==> config.mk <==
export PLATFORM = sky130hd
export DESIGN_NAME = utf8_validating_decoder
export DESIGN_NICKNAME = d
export VERILOG_FILES = /design/src/design/utf8d_pkg.sv /design/src/design/utf8d_front.sv /design/src/design/utf8d_queue.sv /design/src/design/utf8d_back.sv /design/src/design/utf8_validating_decoder.sv
export SDC_FILE = /design/constraint.sdc
export NUM_CORES = 1
export LEC_CHECK = 0
export ABC_CLOCK_PERIOD_IN_PS = 11600
export BUFFER_PORTS_ARGS = -buffer_cell sky130_fd_sc_hd__buf_2
export CAP_MARGIN = 20
export CORE_ASPECT_RATIO = 1.75
export CORE_UTILIZATION = 58
export CTS_CLUSTER_DIAMETER = 80
export DETAILED_ROUTE_END_ITERATION = 12
export MAX_ROUTING_LAYER = met4
export PLACE_DENSITY = 0.88
export SLEW_MARGIN = 10
export SYNTH_ARGS = -nofsm -noshare
export SYNTH_HDL_FRONTEND = slang
export SYNTH_SLANG_ARGS = --single-unit
==> constraint.sdc <==
create_clock -name clk -period 11.6 [get_ports clk]
set_clock_uncertainty 0.1 [all_clocks]
set_input_delay 3.48 -clock clk [delete_from_list [all_inputs] [get_ports clk]]
set_output_delay 3.48 -clock clk [all_outputs]
set_load 0.02 [all_outputs]
==> src/design/utf8d_pkg.sv <==
// Shared types and constants for the UTF-8 validating decoder.
// Used by the front classifier, the job queue and the result sequencer.
package utf8d_pkg;

  localparam int CP_W        = 21;
  localparam int QUEUE_DEPTH = 4;
  localparam int QUEUE_AW    = $clog2(QUEUE_DEPTH);
  localparam int QUEUE_CW    = $clog2(QUEUE_DEPTH + 1);

  // One job describes every result word that a single input byte causes:
  // vidx invalid words, then the value word if has_val, then invalid words
  // up to cnt in total.
  typedef struct packed {
    logic [2:0]      cnt;
    logic [1:0]      vidx;
    logic            has_val;
    logic            val_bad;
    logic [CP_W-1:0] cp;
    logic            stream_end;
  } job_t;

endpackage

==> src/design/utf8d_front.sv <==
// Front part of the UTF-8 decoder: holds the open sequence and turns each
// accepted byte that causes result words into one job for the queue. Depends on utf8d_pkg.
module utf8d_front
  import utf8d_pkg::*;
(
  input  logic       clk,
  input  logic       rst_n,
  input  logic       accept,
  input  logic [7:0] in_byte,
  input  logic       in_stream_end,
  output logic       push,
  output job_t       job
);

  localparam logic [2:0] LEN_IDLE = 3'd0;
  localparam logic [2:0] LEN_2    = 3'd2;
  localparam logic [2:0] LEN_3    = 3'd3;
  localparam logic [2:0] LEN_4    = 3'd4;

  localparam logic [CP_W-1:0] CP_MAX      = 21'h10FFFF;
  localparam logic [CP_W-1:0] SURR_LO     = 21'h00D800;
  localparam logic [CP_W-1:0] SURR_HI     = 21'h00DFFF;
  localparam logic [CP_W-1:0] MIN_LEN2    = 21'h000080;
  localparam logic [CP_W-1:0] MIN_LEN3    = 21'h000800;
  localparam logic [CP_W-1:0] MIN_LEN4    = 21'h010000;

  logic [CP_W-1:0] pv_r, pv_nxt;
  logic [2:0]      len_r, len_nxt;
  logic [1:0]      held_r, held_nxt;

  logic            cont;
  logic [2:0]      held_inc;
  logic [CP_W-1:0] ext_val;
  logic [2:0]      pre_cnt, post_cnt;
  logic            has_val, val_bad;
  logic [CP_W-1:0] cp;

  function automatic logic value_bad(input logic [CP_W-1:0] v, input logic [2:0] len);
    logic bad;
    bad = (v > CP_MAX) || ((v >= SURR_LO) && (v <= SURR_HI));
    if ((len == LEN_2) && (v < MIN_LEN2)) bad = 1'b1;
    if ((len == LEN_3) && (v < MIN_LEN3)) bad = 1'b1;
    if ((len == LEN_4) && (v < MIN_LEN4)) bad = 1'b1;
    return bad;
  endfunction

  always_comb begin
    cont     = (in_byte[7:6] == 2'b10);
    held_inc = {1'b0, held_r} + 3'd1;
    ext_val  = {pv_r[CP_W-7:0], in_byte[5:0]};
    pv_nxt   = pv_r;
    len_nxt  = len_r;
    held_nxt = held_r;
    pre_cnt  = 3'd0;
    post_cnt = 3'd0;
    has_val  = 1'b0;
    val_bad  = 1'b0;
    cp       = '0;

    if ((len_r != LEN_IDLE) && cont) begin
      if (held_inc >= len_r) begin
        has_val  = 1'b1;
        cp       = ext_val;
        val_bad  = value_bad(ext_val, len_r);
        pv_nxt   = '0;
        len_nxt  = LEN_IDLE;
        held_nxt = 2'd0;
      end else begin
        pv_nxt   = ext_val;
        held_nxt = held_inc[1:0];
        // A sequence cut short by the end of stream gives one bad word per byte held.
        if (in_stream_end) begin
          post_cnt = held_inc;
          pv_nxt   = '0;
          len_nxt  = LEN_IDLE;
          held_nxt = 2'd0;
        end
      end
    end else begin
      // A broken sequence is dropped first, and the byte is decoded afresh.
      if (len_r != LEN_IDLE) begin
        pre_cnt = {1'b0, held_r};
      end
      pv_nxt   = '0;
      len_nxt  = LEN_IDLE;
      held_nxt = 2'd0;
      if (!in_byte[7]) begin
        has_val = 1'b1;
        cp      = {{(CP_W-8){1'b0}}, in_byte};
      end else if (in_byte[7:5] == 3'b110) begin
        pv_nxt   = {{(CP_W-5){1'b0}}, in_byte[4:0]};
        len_nxt  = LEN_2;
        held_nxt = 2'd1;
      end else if (in_byte[7:4] == 4'b1110) begin
        pv_nxt   = {{(CP_W-4){1'b0}}, in_byte[3:0]};
        len_nxt  = LEN_3;
        held_nxt = 2'd1;
      end else if (in_byte[7:3] == 5'b11110) begin
        pv_nxt   = {{(CP_W-3){1'b0}}, in_byte[2:0]};
        len_nxt  = LEN_4;
        held_nxt = 2'd1;
      end else begin
        has_val = 1'b1;
        val_bad = 1'b1;
      end
      if (in_stream_end && (len_nxt != LEN_IDLE)) begin
        post_cnt = 3'd1;
        pv_nxt   = '0;
        len_nxt  = LEN_IDLE;
        held_nxt = 2'd0;
      end
    end

    job.cnt        = pre_cnt + {2'b00, has_val} + post_cnt;
    job.vidx       = pre_cnt[1:0];
    job.has_val    = has_val;
    job.val_bad    = val_bad;
    job.cp         = cp;
    job.stream_end = in_stream_end;
  end

  // Bytes that only open or extend a sequence produce no job.
  assign push = accept && (job.cnt != 3'd0);

  always_ff @(posedge clk) begin
    if (!rst_n) begin
      pv_r   <= '0;
      len_r  <= LEN_IDLE;
      held_r <= 2'd0;
    end else if (accept) begin
      pv_r   <= pv_nxt;
      len_r  <= len_nxt;
      held_r <= held_nxt;
    end
  end

endmodule

==> src/design/utf8d_queue.sv <==
// Short job queue between the decoder front and the result sequencer.
// Depends on utf8d_pkg for the job type and depth.
module utf8d_queue
  import utf8d_pkg::*;
(
  input  logic clk,
  input  logic rst_n,
  input  logic push,
  input  job_t push_job,
  input  logic pop,
  output logic full,
  output logic not_empty,
  output job_t head
);

  job_t                slot_r [QUEUE_DEPTH];
  logic [QUEUE_AW-1:0] wr_ptr_r, rd_ptr_r;
  logic [QUEUE_CW-1:0] count_r;

  assign full      = (count_r == QUEUE_CW'(QUEUE_DEPTH));
  assign not_empty = (count_r != '0);
  assign head      = slot_r[rd_ptr_r];

  always_ff @(posedge clk) begin
    if (push) begin
      slot_r[wr_ptr_r] <= push_job;
    end
  end

  always_ff @(posedge clk) begin
    if (!rst_n) begin
      wr_ptr_r <= '0;
      rd_ptr_r <= '0;
      count_r  <= '0;
    end else begin
      if (push) begin
        wr_ptr_r <= wr_ptr_r + QUEUE_AW'(1);
      end
      if (pop) begin
        rd_ptr_r <= rd_ptr_r + QUEUE_AW'(1);
      end
      if (push && !pop) begin
        count_r <= count_r + QUEUE_CW'(1);
      end else if (pop && !push) begin
        count_r <= count_r - QUEUE_CW'(1);
      end
    end
  end

endmodule

==> src/design/utf8d_back.sv <==
// Result sequencer of the UTF-8 decoder, uses utf8d_pkg: expands the queue head
// job into result words through an output register, one per cycle unless stalled.
module utf8d_back
  import utf8d_pkg::*;
(
  input  logic            clk,
  input  logic            rst_n,
  input  logic            job_valid,
  input  job_t            job,
  output logic            pop,
  output logic            out_valid,
  input  logic            out_ready,
  output logic [CP_W-1:0] out_code_point,
  output logic            out_bad_sequence,
  output logic            out_run_last,
  output logic            out_stream_final
);

  logic [1:0]      idx_r;
  logic            out_valid_r;
  logic [CP_W-1:0] cp_r;
  logic            bad_r, last_r, final_r;

  logic            load;
  logic            is_last;
  logic            is_val;
  logic            word_bad;

  assign load     = job_valid && (!out_valid_r || out_ready);
  assign is_last  = ({1'b0, idx_r} == (job.cnt - 3'd1));
  assign is_val   = job.has_val && (idx_r == job.vidx);
  assign word_bad = !is_val || job.val_bad;
  assign pop      = load && is_last;

  always_ff @(posedge clk) begin
    if (!rst_n) begin
      out_valid_r <= 1'b0;
      idx_r       <= 2'd0;
    end else begin
      if (load) begin
        out_valid_r <= 1'b1;
        idx_r       <= is_last ? 2'd0 : idx_r + 2'd1;
      end else if (out_ready) begin
        out_valid_r <= 1'b0;
      end
    end
  end

  always_ff @(posedge clk) begin
    if (load) begin
      cp_r    <= word_bad ? '0 : job.cp;
      bad_r   <= word_bad;
      last_r  <= is_last;
      final_r <= is_last && job.stream_end;
    end
  end

  assign out_valid        = out_valid_r;
  assign out_code_point   = cp_r;
  assign out_bad_sequence = bad_r;
  assign out_run_last     = last_r;
  assign out_stream_final = final_r;

endmodule

==> src/design/utf8_validating_decoder.sv <==
// Top level of the streaming UTF-8 validating decoder.
// Instantiates utf8d_front, utf8d_queue and utf8d_back; uses utf8d_pkg.
//
//   channel  ports                                       role
//   in_      in_valid/in_ready, in_byte, in_stream_end   one byte per word
//   out_     out_valid/out_ready, out_code_point,        one result per word
//            out_bad_sequence, out_run_last, out_stream_final
//
// A byte is classified in the cycle it is accepted; a byte can be taken every
// cycle while the four-entry job queue has room.
// Results leave from the output register at one word per cycle unless out_ready
// stalls it; a byte causes from 0 to 4 result words.
// Reset is synchronous and clears the open sequence, the queue and the output.
// Stalls on the output fill the queue; in_ready drops only when it is full.
module utf8_validating_decoder
  import utf8d_pkg::*;
(
  input  logic            clk,
  input  logic            rst_n,
  input  logic            in_valid,
  output logic            in_ready,
  input  logic [7:0]      in_byte,
  input  logic            in_stream_end,
  output logic            out_valid,
  input  logic            out_ready,
  output logic [CP_W-1:0] out_code_point,
  output logic            out_bad_sequence,
  output logic            out_run_last,
  output logic            out_stream_final
);

  logic accept;
  logic push;
  job_t push_job;
  logic pop;
  logic full;
  logic not_empty;
  job_t head;

  assign in_ready = !full;
  assign accept   = in_valid && in_ready;

  utf8d_front u_front (
    .clk           (clk),
    .rst_n         (rst_n),
    .accept        (accept),
    .in_byte       (in_byte),
    .in_stream_end (in_stream_end),
    .push          (push),
    .job           (push_job)
  );

  utf8d_queue u_queue (
    .clk       (clk),
    .rst_n     (rst_n),
    .push      (push),
    .push_job  (push_job),
    .pop       (pop),
    .full      (full),
    .not_empty (not_empty),
    .head      (head)
  );

  utf8d_back u_back (
    .clk              (clk),
    .rst_n            (rst_n),
    .job_valid        (not_empty),
    .job              (head),
    .pop              (pop),
    .out_valid        (out_valid),
    .out_ready        (out_ready),
    .out_code_point   (out_code_point),
    .out_bad_sequence (out_bad_sequence),
    .out_run_last     (out_run_last),
    .out_stream_final (out_stream_final)
  );

endmodule

==> results of run 1 <==
-- critical path: cells and delay by family --
family          cells  cell delay, ns
simple gates        3            1.02
compound gates      4            1.07
fa+ha+maj           4            1.25
buf+inv             3            0.29
xor+xnor            1            0.16
-- per-stage QoR --
stage,util,hold slack [ns],total power [W]
3_5_place_dp,0.620,0.368,0.00120
2_1_floorplan,-,0.345,0.00110
5_1_grt,0.668,0.391,0.00180
6_report,0.668,0.381,0.00173
3_3_place_gp,0.620,0.355,0.00118
4_1_cts,0.668,0.379,0.00174
-- power breakdown --
part / switching, W / internal, W
Sequential: 0.0000550 / 0.000778
Combinational: 0.000202 / 0.000151
Clock: 0.000227 / 0.000316
-- sequential cells by signal (all words and copies together), names as in the netlist, 2 cells and up, named ones only --
register / flops
u_back.idx_r: 2
u_back.out_code_point: 21
u_front.held_r: 2
u_front.len_r: 3
u_front.pv_r: 15
u_queue.count_r: 3
u_queue.rd_ptr_r: 2
u_queue.slot_r: 116
u_queue.wr_ptr_r: 2
-- per-layer routing --
metal	global-route usage	routed length (um)	up-vias
met4	0.115	360	0
met2	0.392	7190	146
met5	-	0	-
li1	-	-	1767
met3	0.0505	621	27
met1	0.253	4930	1953
-- synthesized netlist by cell type (all sizes together) --
library cell,n
inv,16
nor4b,3
xor2,5
clkbuf,10
o31ai,3
and2,26
nand2b,4
dfxtp,32
xnor2,3
o21ai,8
and3,3
nor2b,43
nor4,3
o311ai,1
o221ai,1
o32ai,1
nor2,10
or3b,1
buf,7
mux2,1
a41oi,1
a21oi,4
nand2,27
o211ai,2
mux4,25
a22oi,12
or3,3
nand3,6
a21o,1
nor3,1
o2111ai,1
a31o,1
nand4b,2
or4,2
a21boi,5
nor3b,3
ha,10
mux2i,12
edfxtp,140
fa,3
a32oi,3
-- area by class of cell --
cell class / count / area, um2 / share of cell area
Sequential cell: 172 / 4850 / 0.608
Multi-Input combinational cell: 240 / 2090 / 0.262
Clock buffer: 17 / 425 / 0.0533
Timing Repair Buffer: 44 / 235 / 0.0295
Tap cell: 137 / 171 / 0.0215
Clock inverter: 15 / 148 / 0.0185
Inverter: 16 / 60.1 / 0.00753
-- kinds of logic (layout without fill, tap and decap cells) --
group	Yosys count	after routing	synth area share
flops	172	172	0.685
simple gates	137	137	0.114
compound gates	44	44	0.0478
mux	38	38	0.0982
buf+inv	33	92	0.0195
fa+ha+maj	13	13	0.0262
xor+xnor	8	8	0.00991
-- worst min-delay path by stage --
stage / slack (ns) / from / cells past startpoint / end
after detailed placement: 0.37 / u_queue.rd_ptr_r[1]$_SDFFE_PN0P_ / 2 / u_queue.rd_ptr_r[1]$_SDFFE_PN0P_
after global placement: 0.36 / u_queue.rd_ptr_r[1]$_SDFFE_PN0P_ / 2 / flop
after CTS: 0.38 / u_queue.rd_ptr_r[1]$_SDFFE_PN0P_ / 2 / flop
final: 0.38 / u_queue.rd_ptr_r[1]$_SDFFE_PN0P_ / 2 / u_queue.rd_ptr_r[1]$_SDFFE_PN0P_
after global routing: 0.39 / u_queue.rd_ptr_r[1]$_SDFFE_PN0P_ / 2 / flop
after floorplan: 0.35 / u_queue.rd_ptr_r[1]$_SDFFE_PN0P_ / 2 / flop
==> qor.txt, run 1 <==
status -> completed
cells taking the most area after synthesis -> edfxtp_1 59%, dfxtp_1 9.1%, mux4_2 8.0%
area delta synth->final -> 12.8%
WL final -> 13.1 mm
drt drc -> 0
vias in the first global route -> 3,878
number of fill cells -> 797
total core area -> 11,900 um2
post-synth top area share -> 0.594
Top Ports -> 39
placed cell area -> 7400 um2
maximum VDD drop -> 0.124 mV
RSZ-0062 raised after global routing -> no
CP Capture Point -> u_queue.count_r[2]$_SDFFE_PN0P_
IO buf count -> 38
most common cell after layout, fill and taps aside -> edfxtp_1
Worst-Skew Late Latency -> 0.42 ns
most frequent cells in the layout -> 140 x edfxtp_1, 43 x nor2b_1, 38 x buf_2
YS warnings -> 0
Final period util -> 0.605
worst min path class -> flop to flop
first-pass GRT wire length -> 20.4 mm
Mean Syn Cell Area -> 15.9 um2
Initial Utilization -> 0.593
Sink Count -> 172
Clock Pin Slew Worst Setup and Hold Paths -> 0.06 ns
mean number of vias per cell -> 6.07
static leakage -> 2.75 nW
critical-path cell list -> buf_2 > nand2_1 > a31o_2 > o21ai_1 > fa_1 > inv_1 > fa_1 > or4_4 > a41oi_4 > ha_1 > inv_1 > fa_1 > xor2_1 > or3_1 > a21boi_0
HPWL Detailed -> 8.15 mm
slowest CP cell -> or4_4
# setup viols final -> 0
Antenna Diode Count -> 0
Worst R2R Setup Slack -> 6.66 ns
DR pass1 iterations -> 5
postcts setup bufs -> 0
Max Root-Sink Buffers -> 2
most frequent cell on the critical path -> fa_1
largest net degree at the start of global routing -> 35
cell total after placement -> 609
layout cell share with drive strength beyond 1 -> 0.220
area leader, netlist -> edfxtp_1
fmax -> 0.142 GHz
gpl congestion -> 0.916
worst-path fanout max -> 7
clk root buf -> clkbuf_16
post-synthesis cell area -> 7070 um2
final hold violation count -> 0
R2R depth -> 17
wire per inst -> 20.4 um
die height -> 148 um
Seq/Total Area, Yosys -> 0.685
crit end category -> flop
GRT Total Usage -> 0.230
H-tree Lvls -> 4
actual slew at the worst max-slew pin -> 1.00 ns
die area -> 12,700 um2
DRT antenna net count -> 0
synthesized flop and latch total -> 172
Gates resized, CTS repair -> 0
overflow left after global routing -> 0
cell area after layout -> 7980 um2
WS Path Type -> primary input to flop
Synth Instances -> 445
chip width -> 85.5 um
CP Data Required Time -> 11.84 ns
reg2reg start -> u_front.held_r[0]$_SDFFE_PN0P_
crit path DAT -> 7.26 ns
CTS tree -> yes
via count -> 3,893
min setup slack post-route -> 4.58 ns
fin crit period -> 7.02 ns
synth unique cells -> 46
Crit. Startpoint -> in_byte[7]
TritonCTS Buffers -> 17
Startpoint Class -> primary input
Net Count, Synth -> 471
Critical Path Max Stage Delay -> 0.58 ns
Slew Limit Fails -> 0
Slew headroom -> 0.333
fin nets -> 517
final std cells w/o fill -> 641
PwrDens -> 217 nW/um2
antenna violations before repair -> 0
R2R Path End -> u_queue.count_r[2]$_SDFFE_PN0P_
DR iter-0 viols -> 312
TNS Setup -> 0 ns
pre-CTS setup slack -> 4.19 ns
Max Cap Viol -> 0
Hold Buf Count CTS -> 0
Row Count -> 53
Note: power is estimated with default switching activity, not from simulation.
==> run 2, diff against run 1 <==
- ABC_CLOCK_PERIOD_IN_PS: 11600 -> 6160
- CORE_UTILIZATION: 58 -> 55
- clock period: 11.6 -> 6.16 ns (I/O delays scaled with it)
==> run 2 against run 1 <==
Against the previous run:
- register-to-register slack worse by 5.4 ns
- via count is 1.0% lower
- highest routed layer unchanged
- die area is 5.4% higher
- worst setup slack worse by 3.7 ns
- critical path depth stayed put
- power is 84% higher
- combinational power is 98% higher
- clock power is 75% higher
- routed wire length is 5.0% lower
==> qor.txt, run 2 (synthesis gave the netlist of run 1 again) <==
status -> completed (unchanged)
TNS Setup -> 0 ns (unchanged)
combinational share of power -> 0.221 (was 0.204)
DR iter-0 viols -> 272 (was 312)
layout cell share with drive strength beyond 1 -> 0.214 (was 0.220)
overflow left after global routing -> 0 (unchanged)
antenna violations before repair -> 0 (unchanged)
Max Cap Viol -> 0 (unchanged)
Max Root-Sink Buffers -> 2 (unchanged)
Sequential Power Share -> 0.480 (was 0.482)
WL final -> 12.4 mm (was 13.1 mm)
die height -> 152 um (was 148 um)
chip width -> 87.7 um (was 85.5 um)
static leakage -> 2.73 nW (was 2.75 nW)
GRT Total Usage -> 0.216 (was 0.230)
actual slew at the worst max-slew pin -> 0.982 ns (was 1.00 ns)
Row Count -> 54 (was 53)
Initial Utilization -> 0.566 (was 0.593)
first-pass GRT wire length -> 20.3 mm (was 20.4 mm)
number of flip-flops in the largest register -> 116 (unchanged)
# setup viols final -> 0 (unchanged)
Clk pwr share -> 0.299 (was 0.314)
Final period util -> 0.860
mean number of vias per cell -> 5.73 (was 6.07)
number of fill cells -> 852 (was 797)
Sink Count -> 172 (unchanged)
RSZ-0062 raised after global routing -> no (unchanged)
Slew Limit Fails -> 0 (unchanged)
fmax -> 0.189 GHz
IO buf count -> 38 (unchanged)
Largest Register -> u_queue.slot_r (unchanged)
Clock Pin Slew Worst Setup and Hold Paths -> 0.06 ns (about the same)
Antenna Diode Count -> 0 (unchanged)
placed cell area -> 7450 um2 (was 7400 um2)
TritonCTS Buffers -> 17 (unchanged)
clk root buf -> clkbuf_16 (unchanged)
H-tree Lvls -> 4 (unchanged)
fin nets -> 518 (was 517)
largest net degree at the start of global routing -> 35 (unchanged)
worst min path class -> flop to flop (unchanged)
area delta synth->final -> 12.8% (about the same)
crit path DAT -> 5.55 ns (was 7.26 ns)
Power Internal -> 0.00227 W (was 0.00124 W)
most common cell after layout, fill and taps aside -> edfxtp_1 (unchanged)
Hold WS -> 0.382 ns (was 0.381 ns)
Top Ports -> 39 (unchanged)
via count -> 3,853 (was 3,893)
maximum VDD drop -> 0.304 mV (was 0.124 mV)
PwrDens -> 398 nW/um2 (was 217 nW/um2)
Startpoint Class -> primary input (unchanged)
HPWL Detailed -> 8.20 mm (was 8.15 mm)
switch share -> 0.285 (was 0.280)
fin crit period -> 5.30 ns
drt drc -> 0 (unchanged)
WS Path Type -> primary input to flop (unchanged)
postcts setup bufs -> 0 (unchanged)
most frequent cells in the layout -> 140 x edfxtp_1, 43 x nor2b_1, 38 x buf_2 (unchanged)
crit end category -> flop (unchanged)
CTS tree -> yes (unchanged)
Hold Buf Count CTS -> 0 (unchanged)
CP Data Required Time -> 6.42 ns (was 11.84 ns)
DR pass1 iterations -> 5 (unchanged)
worst-path fanout max -> 7 (unchanged)
gpl congestion -> 0.920 (was 0.916)
wire per inst -> 18.5 um (was 20.4 um)
total core area -> 12,500 um2 (was 11,900 um2)
cell area after layout -> 7980 um2 (about the same)
die area -> 13,300 um2 (was 12,700 um2)
Worst-Skew Late Latency -> 0.43 ns (was 0.42 ns)
Slew headroom -> 0.344 (was 0.333)
Sw Pwr -> 0.000906 W (was 0.000485 W)
Gates resized, CTS repair -> 0 (unchanged)
vias in the first global route -> 3,999 (was 3,878)
DRT antenna net count -> 0 (unchanged)
final hold violation count -> 0 (unchanged)
## run 2: cell count changes in the layout (fill, tap and decap cells not counted), moves of 2 or more
cell / before / now
bufinv_16: 2 / 0
clkinv_2: 5 / 2
clkinv_1: 0 / 2
clkbuf_1: 0 / 2
inv_6: 2 / 4
## run 2: path summary, 6_finish.rpt
kind                                  start                               to  slack (ns)  cells after the start
max                              in_byte[7]  u_queue.count_r[2]$_SDFFE_PN0P_        0.86                     15
min           u_back.out_valid$_SDFFE_PN0P_    u_back.out_valid$_SDFFE_PN0P_        0.38                      2
max reg2reg  u_front.held_r[0]$_SDFFE_PN0P_  u_queue.count_r[2]$_SDFFE_PN0P_        1.24                     17
min reg2reg   u_back.out_valid$_SDFFE_PN0P_    u_back.out_valid$_SDFFE_PN0P_        0.38                      2
## run 2: stage by stage
stage | utilization | instances | total power [W] | setup slack, ns
6_report | 0.638 | 673 | 0.00317 | 0.863
5_1_grt | 0.638 | 673 | 0.00332 | 0.666
4_1_cts | 0.638 | 673 | 0.00320 | 0.890
3_5_place_dp | 0.596 | 641 | 0.00226 | 0.473
3_3_place_gp | 0.596 | 641 | 0.00223 | 0.608
2_1_floorplan | - | 445 | 0.00207 | 0.930
## run 2: worst max-delay path, stage by stage
cell      delay (ns)
buf_2           0.16
nand2_1         0.14
a31o_2          0.26
o21ai_1         0.23
fa_1            0.25
inv_1           0.06
fa_1            0.39
or4_4           0.57
a41oi_4         0.33
ha_1            0.24
inv_1           0.07
fa_1            0.37
xor2_1          0.15
or3_1           0.30
a21boi_0        0.17
## run 2: metal layers
layer	track usage	vias to the layer above	routed length (um)
li1	-	1776	-
met1	0.243	1897	4760
met2	0.342	145	6630
met3	0.0511	35	508
met4	0.133	0	536
met5	-	-	0
## run 2: area by class of cell
class,count,area [um2],share of cell area
clock buffers,19,433,0.0543
clock inverters,13,92.6,0.0116
inverters,16,60.1,0.00753
multi-input cells,240,2090,0.262
flip-flops and latches,172,4850,0.608
well taps,168,210,0.0264
repair buffers,45,243,0.0304
## run 2: power groups by stage
stage	Clock [W]	Sequential (W)	Combinational [W]
after floorplan	0	0.00165	0.000427
after global placement	0	0.00154	0.000691
after detailed placement	0	0.00155	0.000711
after CTS	0.000960	0.00153	0.000715
after global routing	0.00100	0.00154	0.000773
final	0.000948	0.00152	0.000702
